**config.mk**
```make
export PLATFORM = sky130hd
export DESIGN_NAME = base32_stream_codec
export DESIGN_NICKNAME = d
export VERILOG_FILES = /design/src/hdl/b32_pkg.sv /design/src/hdl/b32_step.sv /design/src/hdl/base32_stream_codec.sv
export SDC_FILE = /design/constraint.sdc
export NUM_CORES = 1
export LEC_CHECK = 0
export BUFFER_PORTS_ARGS = -buffer_cell sky130_fd_sc_hd__buf_2
export CELL_PAD_IN_SITES_DETAIL_PLACEMENT = 1
export CELL_PAD_IN_SITES_GLOBAL_PLACEMENT = 1
export CORE_MARGIN = 2
export CORE_UTILIZATION = 52
export CTS_CLUSTER_DIAMETER = 60
export CTS_CLUSTER_SIZE = 10
export DETAILED_ROUTE_END_ITERATION = 16
export HOLD_SLACK_MARGIN = 0.02
export PLACE_DENSITY_LB_ADDON = 0.1
export SLEW_MARGIN = 0
export SYNTH_ARGS = -nofsm -noshare
export SYNTH_HDL_FRONTEND = slang
export SYNTH_SLANG_ARGS = --single-unit
```
**constraint.sdc**
```tcl
create_clock -name i_clk -period 8.3 [get_ports i_clk]
set_clock_uncertainty 0.15 [all_clocks]
set_input_delay 0.83 -clock i_clk [delete_from_list [all_inputs] [get_ports i_clk]]
set_output_delay 0.83 -clock i_clk [all_outputs]
set_load 0.01 [all_outputs]
```
**src/hdl/b32_pkg.sv**
```systemverilog
package b32_pkg;

    // coding direction held in the mode register
    typedef enum logic {
        MODE_ENCODE = 1'b0,
        MODE_DECODE = 1'b1
    } t_mode;

    localparam logic [7:0] PAD_CHAR     = 8'h3D;
    localparam logic [5:0] QUANTUM_BAD  = 6'd32;
    localparam int         MAX_CHARS    = 3;

    // one input item
    typedef struct packed {
        logic [7:0] value_in;
        logic       last_in;
    } t_in;

    // one result item
    typedef struct packed {
        logic [7:0] value_out;
        logic       has_value;
        logic       last_out;
        logic       error;
    } t_out;

    // stream state carried from item to item
    typedef struct packed {
        logic [11:0] bit_buffer;
        logic [3:0]  bit_count;
        logic [2:0]  group_position;
        logic        padding_started;
        logic [2:0]  padding_count;
        logic        error_seen;
    } t_state;

    // everything needed to play out the results of one item
    typedef struct packed {
        t_mode                       mode;
        logic [MAX_CHARS-1:0][4:0]   quanta;
        logic [1:0]                  n_char;
        logic [3:0]                  total;
        logic [7:0]                  byte_val;
        logic                        has;
        logic                        last;
        logic                        err;
    } t_burst;

    // 5-bit group to lowercase alphabet character
    function automatic logic [7:0] b32_char(input logic [4:0] q);
        logic [7:0] c;
        if (q < 5'd26) begin
            c = 8'h61 + {3'd0, q};
        end else begin
            c = 8'h18 + {3'd0, q};
        end
        return c;
    endfunction

    // alphabet character to 5-bit group, QUANTUM_BAD for anything else
    function automatic logic [5:0] b32_quantum(input logic [7:0] c);
        logic [5:0] q;
        if (c >= 8'h61 && c <= 8'h7A) begin
            q = 6'(c - 8'h61);
        end else if (c >= 8'h32 && c <= 8'h37) begin
            q = 6'(c - 8'h18);
        end else begin
            q = QUANTUM_BAD;
        end
        return q;
    endfunction

    // pads after the last byte, by byte count mod 5
    function automatic logic [2:0] pads_by_bytes(input logic [2:0] g);
        logic [2:0] n;
        unique case (g)
            3'd1:    n = 3'd6;
            3'd2:    n = 3'd4;
            3'd3:    n = 3'd3;
            3'd4:    n = 3'd1;
            default: n = 3'd0;
        endcase
        return n;
    endfunction

    // expected pads, by alphabet character count mod 8
    function automatic logic [2:0] pads_by_chars(input logic [2:0] g);
        logic [2:0] n;
        unique case (g)
            3'd2, 3'd3: n = 3'd6;
            3'd4:       n = 3'd4;
            3'd5, 3'd6: n = 3'd3;
            3'd7:       n = 3'd1;
            default:    n = 3'd0;
        endcase
        return n;
    endfunction

endpackage

```
**src/hdl/b32_step.sv**
```systemverilog
module b32_step (
    input  b32_pkg::t_mode  i_mode,
    input  b32_pkg::t_state i_state,
    input  b32_pkg::t_in    i_item,
    output b32_pkg::t_state o_state,
    output b32_pkg::t_burst o_burst
);
    import b32_pkg::*;

    // encode path
    logic [11:0] e_buf;
    logic [3:0]  e_sum;
    logic        e_two;
    logic [4:0]  e_q0;
    logic [4:0]  e_q1;
    logic [2:0]  e_rem;
    logic [11:0] e_left;
    logic [4:0]  e_part;
    logic        e_has_part;
    logic [2:0]  e_grp;
    logic [2:0]  e_pads;

    // decode path
    logic        d_pad;
    logic [5:0]  d_q;
    logic        d_ok;
    logic [11:0] d_buf;
    logic [3:0]  d_sum;
    logic        d_rdy;
    logic [2:0]  d_sh;
    logic [7:0]  d_byte;
    logic [2:0]  d_grp;
    logic [2:0]  d_pcnt;
    logic        d_err;
    logic        d_bad;

    // byte into buffer, one or two whole groups out, then the zero-filled tail
    always_comb begin
        e_buf      = {i_state.bit_buffer[3:0], i_item.value_in};
        e_sum      = {1'b0, i_state.bit_count[2:0]} + 4'd8;
        e_two      = (e_sum >= 4'd10);
        e_q0       = 5'(e_buf >> (e_sum - 4'd5));
        e_q1       = 5'(e_buf >> (e_sum - 4'd10));
        e_rem      = e_two ? 3'(e_sum - 4'd10) : 3'(e_sum - 4'd5);
        e_left     = e_buf & ((12'd1 << e_rem) - 12'd1);
        e_part     = 5'(e_left << (3'd5 - e_rem));
        e_has_part = i_item.last_in && (e_rem != 3'd0);
        e_grp      = (i_state.group_position >= 3'd4) ? 3'd0 : i_state.group_position + 3'd1;
        e_pads     = pads_by_bytes(e_grp);
    end

    // character into buffer, a byte out once eight bits have gathered
    always_comb begin
        d_pad  = (i_item.value_in == PAD_CHAR);
        d_q    = b32_quantum(i_item.value_in);
        d_ok   = !d_pad && (d_q != QUANTUM_BAD) && !i_state.padding_started;
        d_buf  = {i_state.bit_buffer[6:0], d_q[4:0]};
        d_sum  = {1'b0, i_state.bit_count[2:0]} + 4'd5;
        d_rdy  = d_ok && (d_sum >= 4'd8);
        d_sh   = 3'(d_sum - 4'd8);
        d_byte = 8'(d_buf >> d_sh);
        d_grp  = d_ok ? i_state.group_position + 3'd1 : i_state.group_position;
        d_pcnt = (d_pad && i_state.padding_count != 3'd7) ?
                 i_state.padding_count + 3'd1 : i_state.padding_count;
        d_err  = i_state.error_seen || (!d_pad && !d_ok);
        d_bad  = d_err || (d_pcnt != pads_by_chars(d_grp));
    end

    // next state and result burst for the selected direction
    always_comb begin
        o_state        = i_state;
        o_burst        = '0;
        o_burst.mode   = i_mode;
        o_burst.last   = i_item.last_in;
        unique case (i_mode)
            MODE_ENCODE: begin
                o_state.bit_buffer     = e_left;
                o_state.bit_count      = {1'b0, e_rem};
                o_state.group_position = e_grp;
                o_burst.quanta[0]      = e_q0;
                o_burst.quanta[1]      = e_two ? e_q1 : e_part;
                o_burst.quanta[2]      = e_part;
                o_burst.n_char         = 2'd1 + {1'b0, e_two} + {1'b0, e_has_part};
                o_burst.total          = {2'd0, o_burst.n_char}
                                       + (i_item.last_in ? {1'b0, e_pads} : 4'd0);
                o_burst.has            = 1'b1;
            end
            MODE_DECODE: begin
                if (d_pad) begin
                    o_state.padding_started = 1'b1;
                    o_state.padding_count   = d_pcnt;
                end else if (!d_ok) begin
                    o_state.error_seen = 1'b1;
                end else begin
                    o_state.group_position = d_grp;
                    if (d_rdy) begin
                        o_state.bit_count  = {1'b0, d_sh};
                        o_state.bit_buffer = d_buf & ((12'd1 << d_sh) - 12'd1);
                    end else begin
                        o_state.bit_count  = d_sum;
                        o_state.bit_buffer = d_buf;
                    end
                end
                o_burst.total    = (d_rdy || i_item.last_in) ? 4'd1 : 4'd0;
                o_burst.has      = d_rdy;
                o_burst.byte_val = d_rdy ? d_byte : 8'd0;
                o_burst.err      = i_item.last_in && d_bad;
            end
            default: begin
                o_burst.total = 4'd0;
            end
        endcase
        // end of stream starts the next one from a clean state
        if (i_item.last_in) begin
            o_state = '0;
        end
    end

endmodule

```
**src/hdl/base32_stream_codec.sv**
```systemverilog
// Path: results of an item wait in the pending burst, then move one by one into the output register.
// Flow: the result sequencer sends one result per cycle while the output is not stalled;
// an item is taken only once the previous item's last result is moving out.
// Reset: synchronous, active low; selects encoding and clears stream state and valids.
module base32_stream_codec (
    input  logic          i_clk,
    input  logic          i_rst_n,
    input  logic          i_cfg_we,
    input  logic          i_cfg_wdata,
    input  logic          i_in_valid,
    output logic          o_in_stall,
    input  b32_pkg::t_in  i_in,
    output logic          o_out_valid,
    input  logic          i_out_stall,
    output b32_pkg::t_out o_out
);
    import b32_pkg::*;

    t_mode  r_mode;
    t_state r_state;
    t_state n_state;
    t_burst n_burst;
    t_burst r_pend;
    logic   r_pend_valid;
    logic [2:0] r_idx;
    logic   r_out_valid;
    t_out   r_out;
    t_out   n_out;
    logic   emit;
    logic   done;
    logic   accept;
    logic [1:0] q_sel;

    b32_step u_step (
        .i_mode  (r_mode),
        .i_state (r_state),
        .i_item  (i_in),
        .o_state (n_state),
        .o_burst (n_burst)
    );

    // handshake between the pending burst and the output register
    assign emit       = r_pend_valid && (!r_out_valid || !i_out_stall);
    assign done       = emit && (({1'b0, r_idx} + 4'd1) == r_pend.total);
    assign o_in_stall = r_pend_valid && !done;
    assign accept     = i_in_valid && !o_in_stall;

    // result at the current sequencer position
    always_comb begin
        q_sel           = (r_idx[1:0] == 2'd3) ? 2'd2 : r_idx[1:0];
        n_out           = '0;
        n_out.last_out  = r_pend.last && (({1'b0, r_idx} + 4'd1) == r_pend.total);
        n_out.error     = r_pend.err && n_out.last_out;
        unique case (r_pend.mode)
            MODE_DECODE: begin
                n_out.value_out = r_pend.byte_val;
                n_out.has_value = r_pend.has;
            end
            default: begin
                n_out.has_value = 1'b1;
                n_out.value_out = ({1'b0, r_idx} < {1'b0, r_pend.n_char}) ?
                                  b32_char(r_pend.quanta[q_sel]) : PAD_CHAR;
            end
        endcase
    end

    // mode register and stream state
    always_ff @(posedge i_clk) begin
        if (!i_rst_n) begin
            r_mode  <= MODE_ENCODE;
            r_state <= '0;
        end else if (i_cfg_we) begin
            r_mode  <= t_mode'(i_cfg_wdata);
            r_state <= '0;
        end else if (accept) begin
            r_state <= n_state;
        end
    end

    // pending burst and sequencer position
    always_ff @(posedge i_clk) begin
        if (!i_rst_n) begin
            r_pend_valid <= 1'b0;
            r_idx        <= '0;
        end else if (accept) begin
            r_pend_valid <= (n_burst.total != 4'd0);
            r_idx        <= '0;
        end else if (done) begin
            r_pend_valid <= 1'b0;
        end else if (emit) begin
            r_idx <= r_idx + 3'd1;
        end
    end

    always_ff @(posedge i_clk) begin
        if (accept) begin
            r_pend <= n_burst;
        end
    end

    // output register
    always_ff @(posedge i_clk) begin
        if (!i_rst_n) begin
            r_out_valid <= 1'b0;
        end else if (emit) begin
            r_out_valid <= 1'b1;
        end else if (!i_out_stall) begin
            r_out_valid <= 1'b0;
        end
    end

    always_ff @(posedge i_clk) begin
        if (emit) begin
            r_out <= n_out;
        end
    end

    assign o_out_valid = r_out_valid;
    assign o_out       = r_out;

endmodule

```
# Word level (Yosys, flattened, before mapping)

Cells that the tools add are included.

$add $sub $neg: 19
$mul: 0
Divide/modulo/power cells: 0
$lt $le $gt $ge: 10
Equal/unequal tests: 21
Shifts and indexed selects: 6
Multiplexer cells: 32
Bitwise operators: 5
Reductions and logical operators: 40

Operators with widths:

| kind                  | count |
|---|---|
| $mux 14               | 2 |
| $pmux 14 s2           | 1 |
| $pmux 3 s4            | 2 |
| $shr 12x4->5          | 2 |
| $mux 19               | 1 |
| $mux 8                | 2 |
| $eq 3x3->1 const B    | 5 |
| $logic_and 1x1->1     | 15 |
| $mux 3                | 5 |
| $mux 5                | 3 |
| $and 12x12->12        | 1 |
| $eq 3x2->1 const B    | 4 |
| $mux 6                | 2 |
| $shl 1x3->12 const A  | 1 |
| $shl 12x3->5          | 1 |
| $shr 12x3->8          | 1 |
| $sub 12x1->12 const B | 1 |
| $mux 11               | 1 |
| $bmux 5 s2            | 1 |
| $add 3x1->3 const B   | 3 |
| $mux 9                | 1 |
| $add 7x5->8 const A   | 1 |
| $eq 8x6->1 const B    | 1 |
| $ge 4x4->1 const B    | 2 |
| 48 further kinds      | 74 |

Bits in registers: 68
Bits in latches: 0
Bits in writable memories: 0
Bits in read-only memories: 0
Input port bits: 15
Output and inout port bits: 13
Word-level logic and storage cells: 157
Memories kept: 0

# Longest topological paths before layout

Gate-level depths: netlist (run 1).

Depth after elaboration: 14
Gate-level depth with buffers: 19
Gate-level depth less buffers: 18

# Modules after synthesis

A second synthesis (run 1) with hierarchy kept.

Cells, all modules: 702
Area total of the unflattened synthesis: 6,458.7 sq um

Modules (own cells, without submodules):

| module              | times used | cells each | area an instance (sq um) | sequential area each (sq um) |
|---|---|---|---|---|
| b32_step            | 1          | 479        | 3,463.3                  | 0.0 |
| base32_stream_codec | 1          | 223        | 2,995.4                  | 1,921.8 |

# Worst setup path before layout (run 1)

OpenSTA, ideal clock, no wires.

Path type: register -> register
Start: reg r_state[9] in the netlist's numbering
End: reg r_pend_valid
Setup time: 115 ps
Data arrival time: 3,754 ps
Data required time: 8,035 ps
Path slack: 4,281 ps
Stages on the path, launching flop included: 20
Path buffers: 2
Clock period less this slack: 4,019 ps
Path through: dfxtp_1 -> clkbuf_1 -> inv_1 -> ha_1 -> clkbuf_1 -> inv_1 -> a21oi_1 -> a21oi_1 -> nor2_1 -> nand2_1 -> nand2_1 -> ha_1 -> inv_1 -> ha_1 -> inv_1 -> fa_1 -> xnor2_1 -> nor2_1 -> o41a_1 -> o21a_1

RTL lines:

| item                   | line                      | text |
|---|---|---|
| start, declared        | base32_stream_codec.sv:20 | `t_state r_state;` |
| start signal, assigned | base32_stream_codec.sv:76 | `r_state <= n_state;` |
| end signal, assigned   | base32_stream_codec.sv:86 | `r_pend_valid <= (n_burst.total != 4'd0);` |
| end, declared          | base32_stream_codec.sv:24 | `logic r_pend_valid;` |

==> impl_metrics.py, run 1 <==
metrics = {
    "power_and_ir_drop": {
        "cellPowerDensity_nw_per_um2": 162.8,
        "peakVddDrop_v": 0.00009932,
        "clock_power_share_pct": 32.6,
        "seq_power_share_pct": 42.8,
        "p_switching_uw": 306.2,
        "finalPower_uw": 953.1,
        "p_int_uw": 646.9,
        "p_leak_uw": 0.002171,
        "swShare_pct": 32.13,
        "power_frac_comb_pct": 24.6,
    },
    "critical_path": {
        "crit_arrival_ns": 5.46,
        "cp.depth": 17,
        "ff2ff_path_depth": 17,
        "crit_top_cell": "ha_1",
        "cp.buffers_inverters": 4,
        "slowest_delay_ns": 0.69,
        "cp-end-kind": "register",
        "start_kind": "register",
        "cp_max_fo": 41,
        "required_ns": 8.40,
        "cpLargestDelayFamily": "adder cells",
        "path_class": "reg -> reg",
        "cp_slowest_cell": "xor2_1",
        "path_cells": "buf_4 > clkinv_1 > ha_1 > xor2_1 > a21oi_1 > nor2_1 > nand2_1 > nand2_1 > ha_1 > inv_1 > ha_1 > inv_1 > fa_1 > xnor2_1 > nor2_1 > o41a_1 > o21a_1",
    },
    "clock_network": {
        "cts-buffers-inserted": 9,
        "cts_tree": "built",
        "clkSinkCount": 68,
        "cts_resized": 0,
        "htreeDepth": 3,
        "cts.path.max_buffers": 2,
        "clkLatencyLatePin_ns": 0.36,
        "cts_hold_buf": 0,
        "post_cts_buffers": 0,
        "cts-root-buf": "clkbuf_8",
        "cts.clk_slew.worst_paths_ns": 0.08,
    },
    "logic_synthesis": {
        "synthesis.area_um2": 5443,
        "synth_edf_count": 44,
        "syn_nets": 670,
        "synthArstFlopShare_pct": 0,
        "syn_inst": 622,
        "synth_cell_types": 68,
        "ys_warn_count": 0,
        "synth-seq-cells": 68,
        "synthFlopType": "edfxtp_1",
        "synth-seq-area-share_pct": 33.10,
        "avgSynthCellArea_um2": 8.750,
    },
    "global_routing": {
        "grt_max_degree": 44,
        "grt_pass1_vias": 4833,
        "overflow": 0,
        "grt_pass1_wl_um": 25670,
        "grtUsageTotal_pct": 29.34,
        "antenna_found_initial": 0,
    },
    "routing": {
        "totalWireLength_um": 16010,
        "via_per_inst": 6.317,
        "routedWlPerCell_um": 20.95,
        "num_vias": 4826,
        "drt-met1-wl_um": 7123,
        "drt_iter0_drc": 452,
        "wl_met3_um": 846,
        "drtPass1Iterations": 5,
        "maxUsedRoutingLayer": "met4",
        "ant_nets": 0,
        "drc_errors": 0,
        "wl_met2_um": 7793,
    },
    "die": {
        "boundaryPins": 28,
        "rows": 37,
        "die-area_um2": 11300,
        "core_area_um2": 10230,
        "die_h_um": 106.3,
        "die_w_um": 106.3,
        "start_util_pct": 53.20,
    },
    "sta": {
        "slew_headroom_pct": 26.03,
        "hold_viol": 0,
        "drv_slew": 0,
        "setup_viol": 0,
        "post-route-min-period_ns": 5.357,
        "worst_pin_slew_ns": 1.110,
        "clock.fmax_mhz": 186.7,
        "rsz0062_at_grt": "no",
        "finalCritPeriodShare_pct": 64.54,
        "tns_ns": 0,
    },
    "final_layout": {
        "design_area_um2": 5856,
        "multi_input_area_um2": 3352,
        "drive_gt1_share_pct": 12.90,
        "nFillCells": 1200,
        "final_util_pct": 57.23,
        "diodes": 0,
        "nNetsFinal": 671,
        "seqCellArea_um2": 1802,
        "area_growth_syn_to_layout_pct": 7.586,
    },
    "run_status": {
        "outcome": "finished, final reports clean",
    },
    "placed_design": {
        "dp_hpwl_um": 11660,
        "gp_congestion": 1.010,
        "placed_area_um2": 5628,
        "io_buffers": 27,
    },
    "min_path": {
        "hp-class": "reg -> reg",
        "whs_path_depth": 2,
    },
    "flow_run": {
        "cap_violations": 0,
    },
}
[cell usage in the layout (no fill, tap or decap), drive strengths merged, types with 5 or more instances in the layout]
cell    count
nor2b       6
a31oi      12
nand2b     11
xor2       11
nand3      20
a21oi      47
xnor2      14
a21o        5
o21ai      31
mux4       14
nand2      57
o211ai      7
and3        5
nor3       24
a22oi       7
nor2       73
buf        33
dfxtp      24
inv        33
a211oi      7
ha         32
mux2i      26
edfxtp     44
clkbuf     11
[Yosys cell counts, types with 4 or more instances]
library cell	instances	share of area (%)
nand2_1	57	3.9
buf_2	4	0.37
and2_1	4	0.46
nand2b_1	10	1.1
inv_1	32	2.2
nand3_1	20	1.8
nor3_1	24	2.2
xnor2_1	13	2.1
a311oi_1	4	0.64
a31oi_1	12	1.4
a21oi_1	47	4.3
and3_1	5	0.57
mux2i_1	25	4.6
o211ai_1	7	0.97
o21ai_0	25	2.3
a22oi_1	7	0.97
mux2_2	4	0.83
edfxtp_1	44	24
xor2_1	11	1.8
a21o_1	5	0.69
buf_1	6	0.41
nor2_1	72	5.0
dfxtp_1	24	8.8
a22o_1	4	0.64
clkbuf_1	32	2.2
o22ai_1	4	0.46
nor2b_1	6	0.69
mux4_2	14	5.8
ha_1	32	7.4
o21ai_1	5	0.46
a211oi_1	7	0.97
[per-layer routing]
layer,global-route usage (%),vias up
li1,-,2270
met4,8.741,0
met5,0,-
met3,4.231,24
met2,48.86,167
met1,39.65,2365
[power by group through the flow]
stage	clock, uW	sequential [uW]	combinational [uW]
2_1_floorplan	0	413	164
3_3_place_gp	0	414	220
3_5_place_dp	0	416	232
4_1_cts	315	408	233
5_1_grt	328	410	257
6_report	311	408	234
[final timing paths]
| kind | startpoint | end | slack (ns) |
|---|---|---|---|
| max | r_state[8] | r_pend_valid | 2.94 |
| min | r_pend_valid | o_out_valid | 0.36 |
| max reg2reg | r_state[8] | r_pend_valid | 2.94 |
| min reg2reg | r_pend_valid | o_out_valid | 0.36 |
[cell type report]
type	instances	share of cell area, %
Multi-Input combinational cell	478	57.24
Tap cell	136	2.906
Clock buffer	11	2.778
Timing Repair Buffer	33	3.077
Clock inverter	5	1.111
Sequential cell	68	30.77
Inverter	33	2.115
[sequential cells by signal (all words and copies together) (netlist names)]
name / flops
o_out_valid: 1
o_out: 11
r_pend: 33
r_idx: 3
r_mode: 1
r_pend_valid: 1
r_state: 18
[worst min-delay path, cell delays in order (launching register included)]
cell	delay, ns
dfxtp_1	0.30
inv_1	0.08
a21boi_0	0.08
[logic make-up after synthesis]
logic type / after synthesis / synth area share (%)
AO/OA/AOI/OAI: 157 / 19.29
XOR/XNOR: 25 / 4.161
adder cells (fa/ha/maj): 33 / 7.724
buffers and inverters: 76 / 5.471
flip-flops: 68 / 33.10
multiplexers: 44 / 11.47
AND/OR/NAND/NOR: 219 / 18.78
[metrics by stage]
stage | setup WS [ns] | hold slack [ns] | std cells
finish | 2.943 | 0.3561 | 764
global placement | 3.190 | 0.3392 | 748
detailed placement | 2.946 | 0.3456 | 748
CTS | 2.926 | 0.3642 | 764
global route | 2.463 | 0.3972 | 764
floorplan | 4.281 | 0.3093 | 622
Note: power is estimated with default switching activity, not from simulation.
==> run 2, diff against run 1 <==
--- a/config.mk
+++ b/config.mk
@@ -9,7 +9,7 @@
 export CELL_PAD_IN_SITES_DETAIL_PLACEMENT = 1
 export CELL_PAD_IN_SITES_GLOBAL_PLACEMENT = 1
 export CORE_MARGIN = 2
-export CORE_UTILIZATION = 52
+export CORE_UTILIZATION = 43
 export CTS_CLUSTER_DIAMETER = 60
 export CTS_CLUSTER_SIZE = 10
 export DETAILED_ROUTE_END_ITERATION = 16
==> constraint.sdc (replaced) <==
create_clock -name i_clk -period 4.9 [get_ports i_clk]
set_clock_uncertainty 0.15 [all_clocks]
set_input_delay 0.49 -clock i_clk [delete_from_list [all_inputs] [get_ports i_clk]]
set_output_delay 0.49 -clock i_clk [all_outputs]
set_load 0.01 [all_outputs]
==> impl_metrics.py, run 2 (synthesis results as in run 1) <==
metrics = {
    "run_status": {
        "outcome": "finished, final reports clean",
    },
    "clock_network": {
        "cts_tree": "built",
        "cts_hold_buf": 0,
        "clkSinkCount": 68,
        "post_cts_buffers": 0,
        "cts-buffers-inserted": 9,
        "cts.path.max_buffers": 2,
        "clkLatencyLatePin_ns": 0.34,
        "htreeDepth": 3,
        "cts-root-buf": "clkbuf_16",
        "cts.clk_slew.worst_paths_ns": 0.06,
        "cts_resized": 0,
    },
    "power_and_ir_drop": {
        "peakVddDrop_v": 0.0001687,
        "cellPowerDensity_nw_per_um2": 289.6,
        "p_leak_uw": 0.002240,
        "finalPower_uw": 1745,
    },
    "final_layout": {
        "area_growth_syn_to_layout_pct": 10.71,
        "most-common-layout-cells": "72 x nor2_1, 57 x nand2_1, 47 x a21oi_1",
        "top_register": "r_pend",
        "diodes": 0,
        "largest_reg_flops": 33,
        "nNetsFinal": 678,
        "drive_gt1_share_pct": 13.86,
        "layout_commonest_cell": "nor2_1",
    },
    "die": {
        "die-area_um2": 13570,
        "boundaryPins": 28,
        "rows": 41,
        "core_area_um2": 12470,
        "die_h_um": 116.5,
        "die_w_um": 116.5,
        "start_util_pct": 43.66,
    },
    "critical_path": {
        "cp_slowest_cell": "o41a_1",
        "slowest_delay_ns": 0.44,
        "cp.buffers_inverters": 6,
        "path_cells": "clkinv_1 > ha_1 > nand2b_1 > nand2_1 > inv_1 > buf_4 > a21oi_1 > buf_4 > nor2_1 > nand2_1 > nand2_1 > ha_1 > inv_1 > ha_1 > inv_1 > fa_1 > xnor2_1 > nor2_1 > o41a_1 > o21a_1",
        "required_ns": 4.99,
        "path_class": "reg -> reg",
        "cp_max_fo": 13,
        "cpLargestDelayFamily": "adder cells",
        "crit_arrival_ns": 4.20,
        "cp-end-kind": "register",
        "start_kind": "register",
    },
    "global_routing": {
        "antenna_found_initial": 0,
        "grt_pass1_wl_um": 24950,
        "overflow": 0,
        "grt_pass1_vias": 4748,
        "grt_max_degree": 42,
        "grtUsageTotal_pct": 23.89,
    },
    "min_path": {
        "hp-class": "in -> reg",
    },
    "placed_design": {
        "gp_congestion": 0.8808,
        "dp_hpwl_um": 11500,
        "io_buffers": 27,
    },
    "routing": {
        "via_per_inst": 5.839,
        "totalWireLength_um": 15300,
        "drtPass1Iterations": 5,
        "num_vias": 4712,
        "routedWlPerCell_um": 18.96,
        "drc_errors": 0,
        "drt_iter0_drc": 305,
        "ant_nets": 0,
    },
    "sta": {
        "hold_viol": 0,
        "finalCritPeriodShare_pct": 84.01,
        "worst_pin_slew_ns": 1.254,
        "hold_ws_ns": 0.2701,
        "post-route-min-period_ns": 4.116,
        "slew_headroom_pct": 16.20,
        "clock.fmax_mhz": 242.9,
        "setup_viol": 0,
        "drv_slew": 0,
        "tns_ns": 0,
        "rsz0062_at_grt": "no",
    },
    "flow_run": {
        "cap_violations": 0,
    },
}
[run 2: final timing paths]
kind / slack (ns) / endpoint / start / depth (start not counted)
worst max-delay path: 0.78 / r_pend_valid / r_state[8] / 20
worst min-delay path: 0.27 / r_pend_valid / i_rst_n / 2
worst max register to register: 0.78 / r_pend_valid / r_state[8] / 20
worst min register to register: 0.38 / r_state[17] / r_state[17] / 2
[run 2: per-stage QoR]
| stage | area [um^2] | instances | setup slack (ns) | util (%) |
|---|---|---|---|---|
| 2_1_floorplan | 5443 | 622 | 0.8807 | - |
| 3_3_place_gp | 5725 | 791 | 0.9378 | 45.93 |
| 3_5_place_dp | 5725 | 791 | 0.7977 | 45.93 |
| 4_1_cts | 6026 | 807 | 0.7826 | 48.34 |
| 5_1_grt | 6026 | 807 | 0.4288 | 48.34 |
| 6_report | 6026 | 807 | 0.7836 | 48.34 |
[run 2: per-layer routing]
| metal | vias to the layer above | track usage [%] | share of wire, % |
|---|---|---|---|
| met3 | 18 | 4.463 | 3.8 |
| met2 | 90 | 40.16 | 49 |
| met4 | 0 | 6.984 | 1.5 |
| li1 | 2280 | - | - |
| met1 | 2324 | 31.47 | 46 |
| met5 | - | 0 | 0 |
[run 2: area by class of cell]
cell class | count | area, um^2
well taps | 172 | 215.2
clock buffers | 9 | 225.2
flip-flops and latches | 68 | 1802
multi-input cells | 478 | 3352
inverters | 33 | 123.9
fillers | 1475 | 6440
repair buffers | 40 | 232.7
clock inverters | 7 | 75.07
[run 2: power breakdown]
group	switching, uW	leakage, uW	total (uW)	internal (uW)
clock network	260	0.000150	656	396
logic	248	0.00147	396	148
registers	23.5	0.000622	692	669
total	532	0.00224	1740	1210
==> run 3, diff against run 2 <==
--- a/config.mk
+++ b/config.mk
@@ -5,11 +5,12 @@
 export SDC_FILE = /design/constraint.sdc
 export NUM_CORES = 1
 export LEC_CHECK = 0
+export ABC_AREA = 1
 export BUFFER_PORTS_ARGS = -buffer_cell sky130_fd_sc_hd__buf_2
 export CELL_PAD_IN_SITES_DETAIL_PLACEMENT = 1
 export CELL_PAD_IN_SITES_GLOBAL_PLACEMENT = 1
 export CORE_MARGIN = 2
-export CORE_UTILIZATION = 43
+export CORE_UTILIZATION = 46
 export CTS_CLUSTER_DIAMETER = 60
 export CTS_CLUSTER_SIZE = 10
 export DETAILED_ROUTE_END_ITERATION = 16
==> constraint.sdc (replaced) <==
create_clock -name i_clk -period 4.1 [get_ports i_clk]
set_clock_uncertainty 0.15 [all_clocks]
set_input_delay 0.41 -clock i_clk [delete_from_list [all_inputs] [get_ports i_clk]]
set_output_delay 0.41 -clock i_clk [all_outputs]
set_load 0.01 [all_outputs]
==> impl_metrics.py, run 3 <==
metrics = {
    "final_layout": {
        "nFillCells": 1489,
        "most-common-layout-cells": "146 x nand2_1, 83 x inv_1, 71 x nor2_1",
        "fin_cells": 902,
        "final_util_pct": 52.49,
        "multi_input_area_um2": 3078,
        "layout_commonest_cell": "nand2_1",
        "seqCellArea_um2": 1802,
        "drive_gt1_share_pct": 15.02,
        "top_register": "r_pend",
        "nNetsFinal": 802,
        "area_growth_syn_to_layout_pct": 11.50,
        "diodes": 0,
        "largest_reg_flops": 33,
    },
    "routing": {
        "routedWlPerCell_um": 19.11,
        "num_vias": 5192,
        "drtPass1Iterations": 5,
        "ant_nets": 0,
        "via_per_inst": 5.756,
        "drt_iter0_drc": 265,
        "drc_errors": 0,
        "totalWireLength_um": 17240,
    },
    "sta": {
        "tns_ns": 0,
        "drv_slew": 0,
        "hold_ws_ns": 0.1500,
        "rsz0062_at_grt": "no",
        "hold_viol": 0,
        "setup_viol": 0,
        "clock.fmax_mhz": 271.2,
        "slew_headroom_pct": 16.34,
        "post-route-min-period_ns": 3.688,
        "worst_pin_slew_ns": 1.250,
        "finalCritPeriodShare_pct": 89.94,
    },
    "logic_synthesis": {
        "synth_most_common_cell": "nand2_1",
        "synth_cell_types": 60,
        "synthesis.area_um2": 5353,
        "synth-seq-area-share_pct": 33.66,
        "synth-seq-cells": 68,
        "synth_top_area_share_pct": 24.68,
        "synthArstFlopShare_pct": 0,
        "netlist_top_cells_area": "edfxtp_1 25%, nand2_1 10%, dfxtp_1 9.0%, ha_1 7.5%, inv_1 5.9%",
        "ys_warn_count": 0,
        "avgSynthCellArea_um2": 7.373,
        "yosys.area.top_type": "edfxtp_1",
        "synthTopCellsByCount": "146 x nand2_1, 84 x inv_1, 71 x nor2_1, 50 x a21oi_1, 47 x o21ai_0",
        "syn_nets": 774,
        "synth_edf_count": 44,
        "synthFlopType": "edfxtp_1",
        "syn_inst": 726,
    },
    "clock_network": {
        "cts_hold_buf": 0,
        "clkSinkCount": 68,
        "cts-buffers-inserted": 9,
        "cts.clk_slew.worst_paths_ns": 0.07,
        "cts-root-buf": "clkbuf_16",
        "clkLatencyLatePin_ns": 0.35,
        "htreeDepth": 3,
        "cts_tree": "built",
        "cts.path.max_buffers": 2,
    },
    "power_and_ir_drop": {
        "clock_power_share_pct": 33.2,
        "power_frac_comb_pct": 30.8,
        "p_int_uw": 1520,
        "finalPower_uw": 2399,
        "p_switching_uw": 878.6,
        "swShare_pct": 36.62,
        "cellPowerDensity_nw_per_um2": 402.0,
        "peakVddDrop_v": 0.0002786,
        "p_leak_uw": 0.002576,
        "seq_power_share_pct": 35.9,
    },
    "die": {
        "die_w_um": 111.9,
        "boundaryPins": 28,
        "die_h_um": 111.9,
        "start_util_pct": 47.08,
        "die-area_um2": 12510,
        "rows": 39,
        "core_area_um2": 11370,
    },
    "critical_path": {
        "cp-end-kind": "register",
        "path_class": "reg -> reg",
        "crit_arrival_ns": 3.78,
        "start_kind": "register",
        "required_ns": 4.19,
        "startpoint": "r_state[9]",
        "cp_max_fo": 9,
        "r2r_start": "r_state[9]",
        "rrSetupSlack_ns": 0.41,
    },
    "placed_design": {
        "gp_congestion": 0.9608,
        "place_inst": 882,
        "dp_hpwl_um": 13350,
        "io_buffers": 27,
    },
    "global_routing": {
        "overflow": 0,
        "use_met3_pct": 3.430,
        "grt_max_degree": 35,
        "antenna_found_initial": 0,
        "grt_busiest_layer": "met2",
        "grt_pass1_wl_um": 27460,
        "grt_pass1_vias": 5290,
        "met1_usage_pct": 35.16,
        "grt_use_met2_pct": 49.94,
        "grtUsageTotal_pct": 28.02,
    },
    "min_path": {
        "hold_path.startpoint": "i_cfg_wdata",
        "hp-class": "in -> reg",
    },
    "run_status": {
        "outcome": "finished, final reports clean",
    },
    "flow_run": {
        "cap_violations": 0,
    },
}
[run 3: cell type report]
class	instances	area share, %
Clock inverter	6	0.9015
Inverter	97	6.247
Tap cell	143	2.998
Timing Repair Buffer	40	3.899
Multi-Input combinational cell	538	51.57
Sequential cell	68	30.19
Clock buffer	10	4.193
[run 3: final timing paths]
| path | end | cells after the start |
|---|---|---|
| max | r_pend_valid | 19 |
| min | r_mode | 3 |
| max reg2reg | r_pend_valid | 19 |
| min reg2reg | r_state[0] | 1 |
[run 3: critical path, cell delays in order, from the launching register on]
cell and delay (ns):
dfxtp_1 0.49, clkinvlp_4 0.25, ha_1 0.32, o21ai_4 0.17
nand2_1 0.12, o21ai_2 0.19, nor2_2 0.13, nand2_1 0.13
nand2_1 0.07, ha_1 0.28, inv_1 0.06, ha_1 0.17
inv_1 0.06, fa_1 0.39, o21ai_0 0.17, a21oi_1 0.08
nor3_1 0.14, nand2_1 0.07, nand2_1 0.07, a21oi_1 0.05
[run 3: logic make-up (layout without fill, tap and decap cells)]
group,count (synthesis),after routing,share of synthesized area (%)
mux,2,2,0.3740
simple gates,312,312,26.23
fa+ha+maj,33,33,7.854
xor+xnor,15,15,2.805
flops,68,68,33.66
buf+inv,120,153,8.836
compound gates,176,176,20.24
[run 3: power by group through the flow]
stage | clock network (uW) | registers [uW] | logic [uW]
final | 797 | 862 | 740
after global routing | 831 | 868 | 818
after CTS | 803 | 862 | 730
after detailed placement | 0 | 875 | 724
after global placement | 0 | 872 | 689
after floorplan | 0 | 868 | 510
[run 3: repair_timing]
| item | in CTS | in global routing |
|---|---|---|
| gates resized for setup | 0 | 1 |
| endpoints found under the setup margin | 0 | 1 |
| hold endpoints to repair | 0 | 0 |
| setup buffers | 0 | 4 |
[run 3: routing by layer]
metal / part of all wire [%] / wire (um) / vias up
li1: - / - / 2513
met1: 45 / 7802 / 2548
met2: 50 / 8542 / 100
met3: 2.8 / 490 / 31
met4: 2.3 / 404 / 0
met5: 0 / 0 / -
[run 3: metrics by stage]
stage | setup WS (ns) | instance area (um^2)
final | 0.4123 | 5968
after global routing | 0.05715 | 5968
after CTS | 0.3317 | 5934
after detailed placement | 0.3515 | 5630
after global placement | 0.4802 | 5630
after floorplan | 0.3352 | 5353
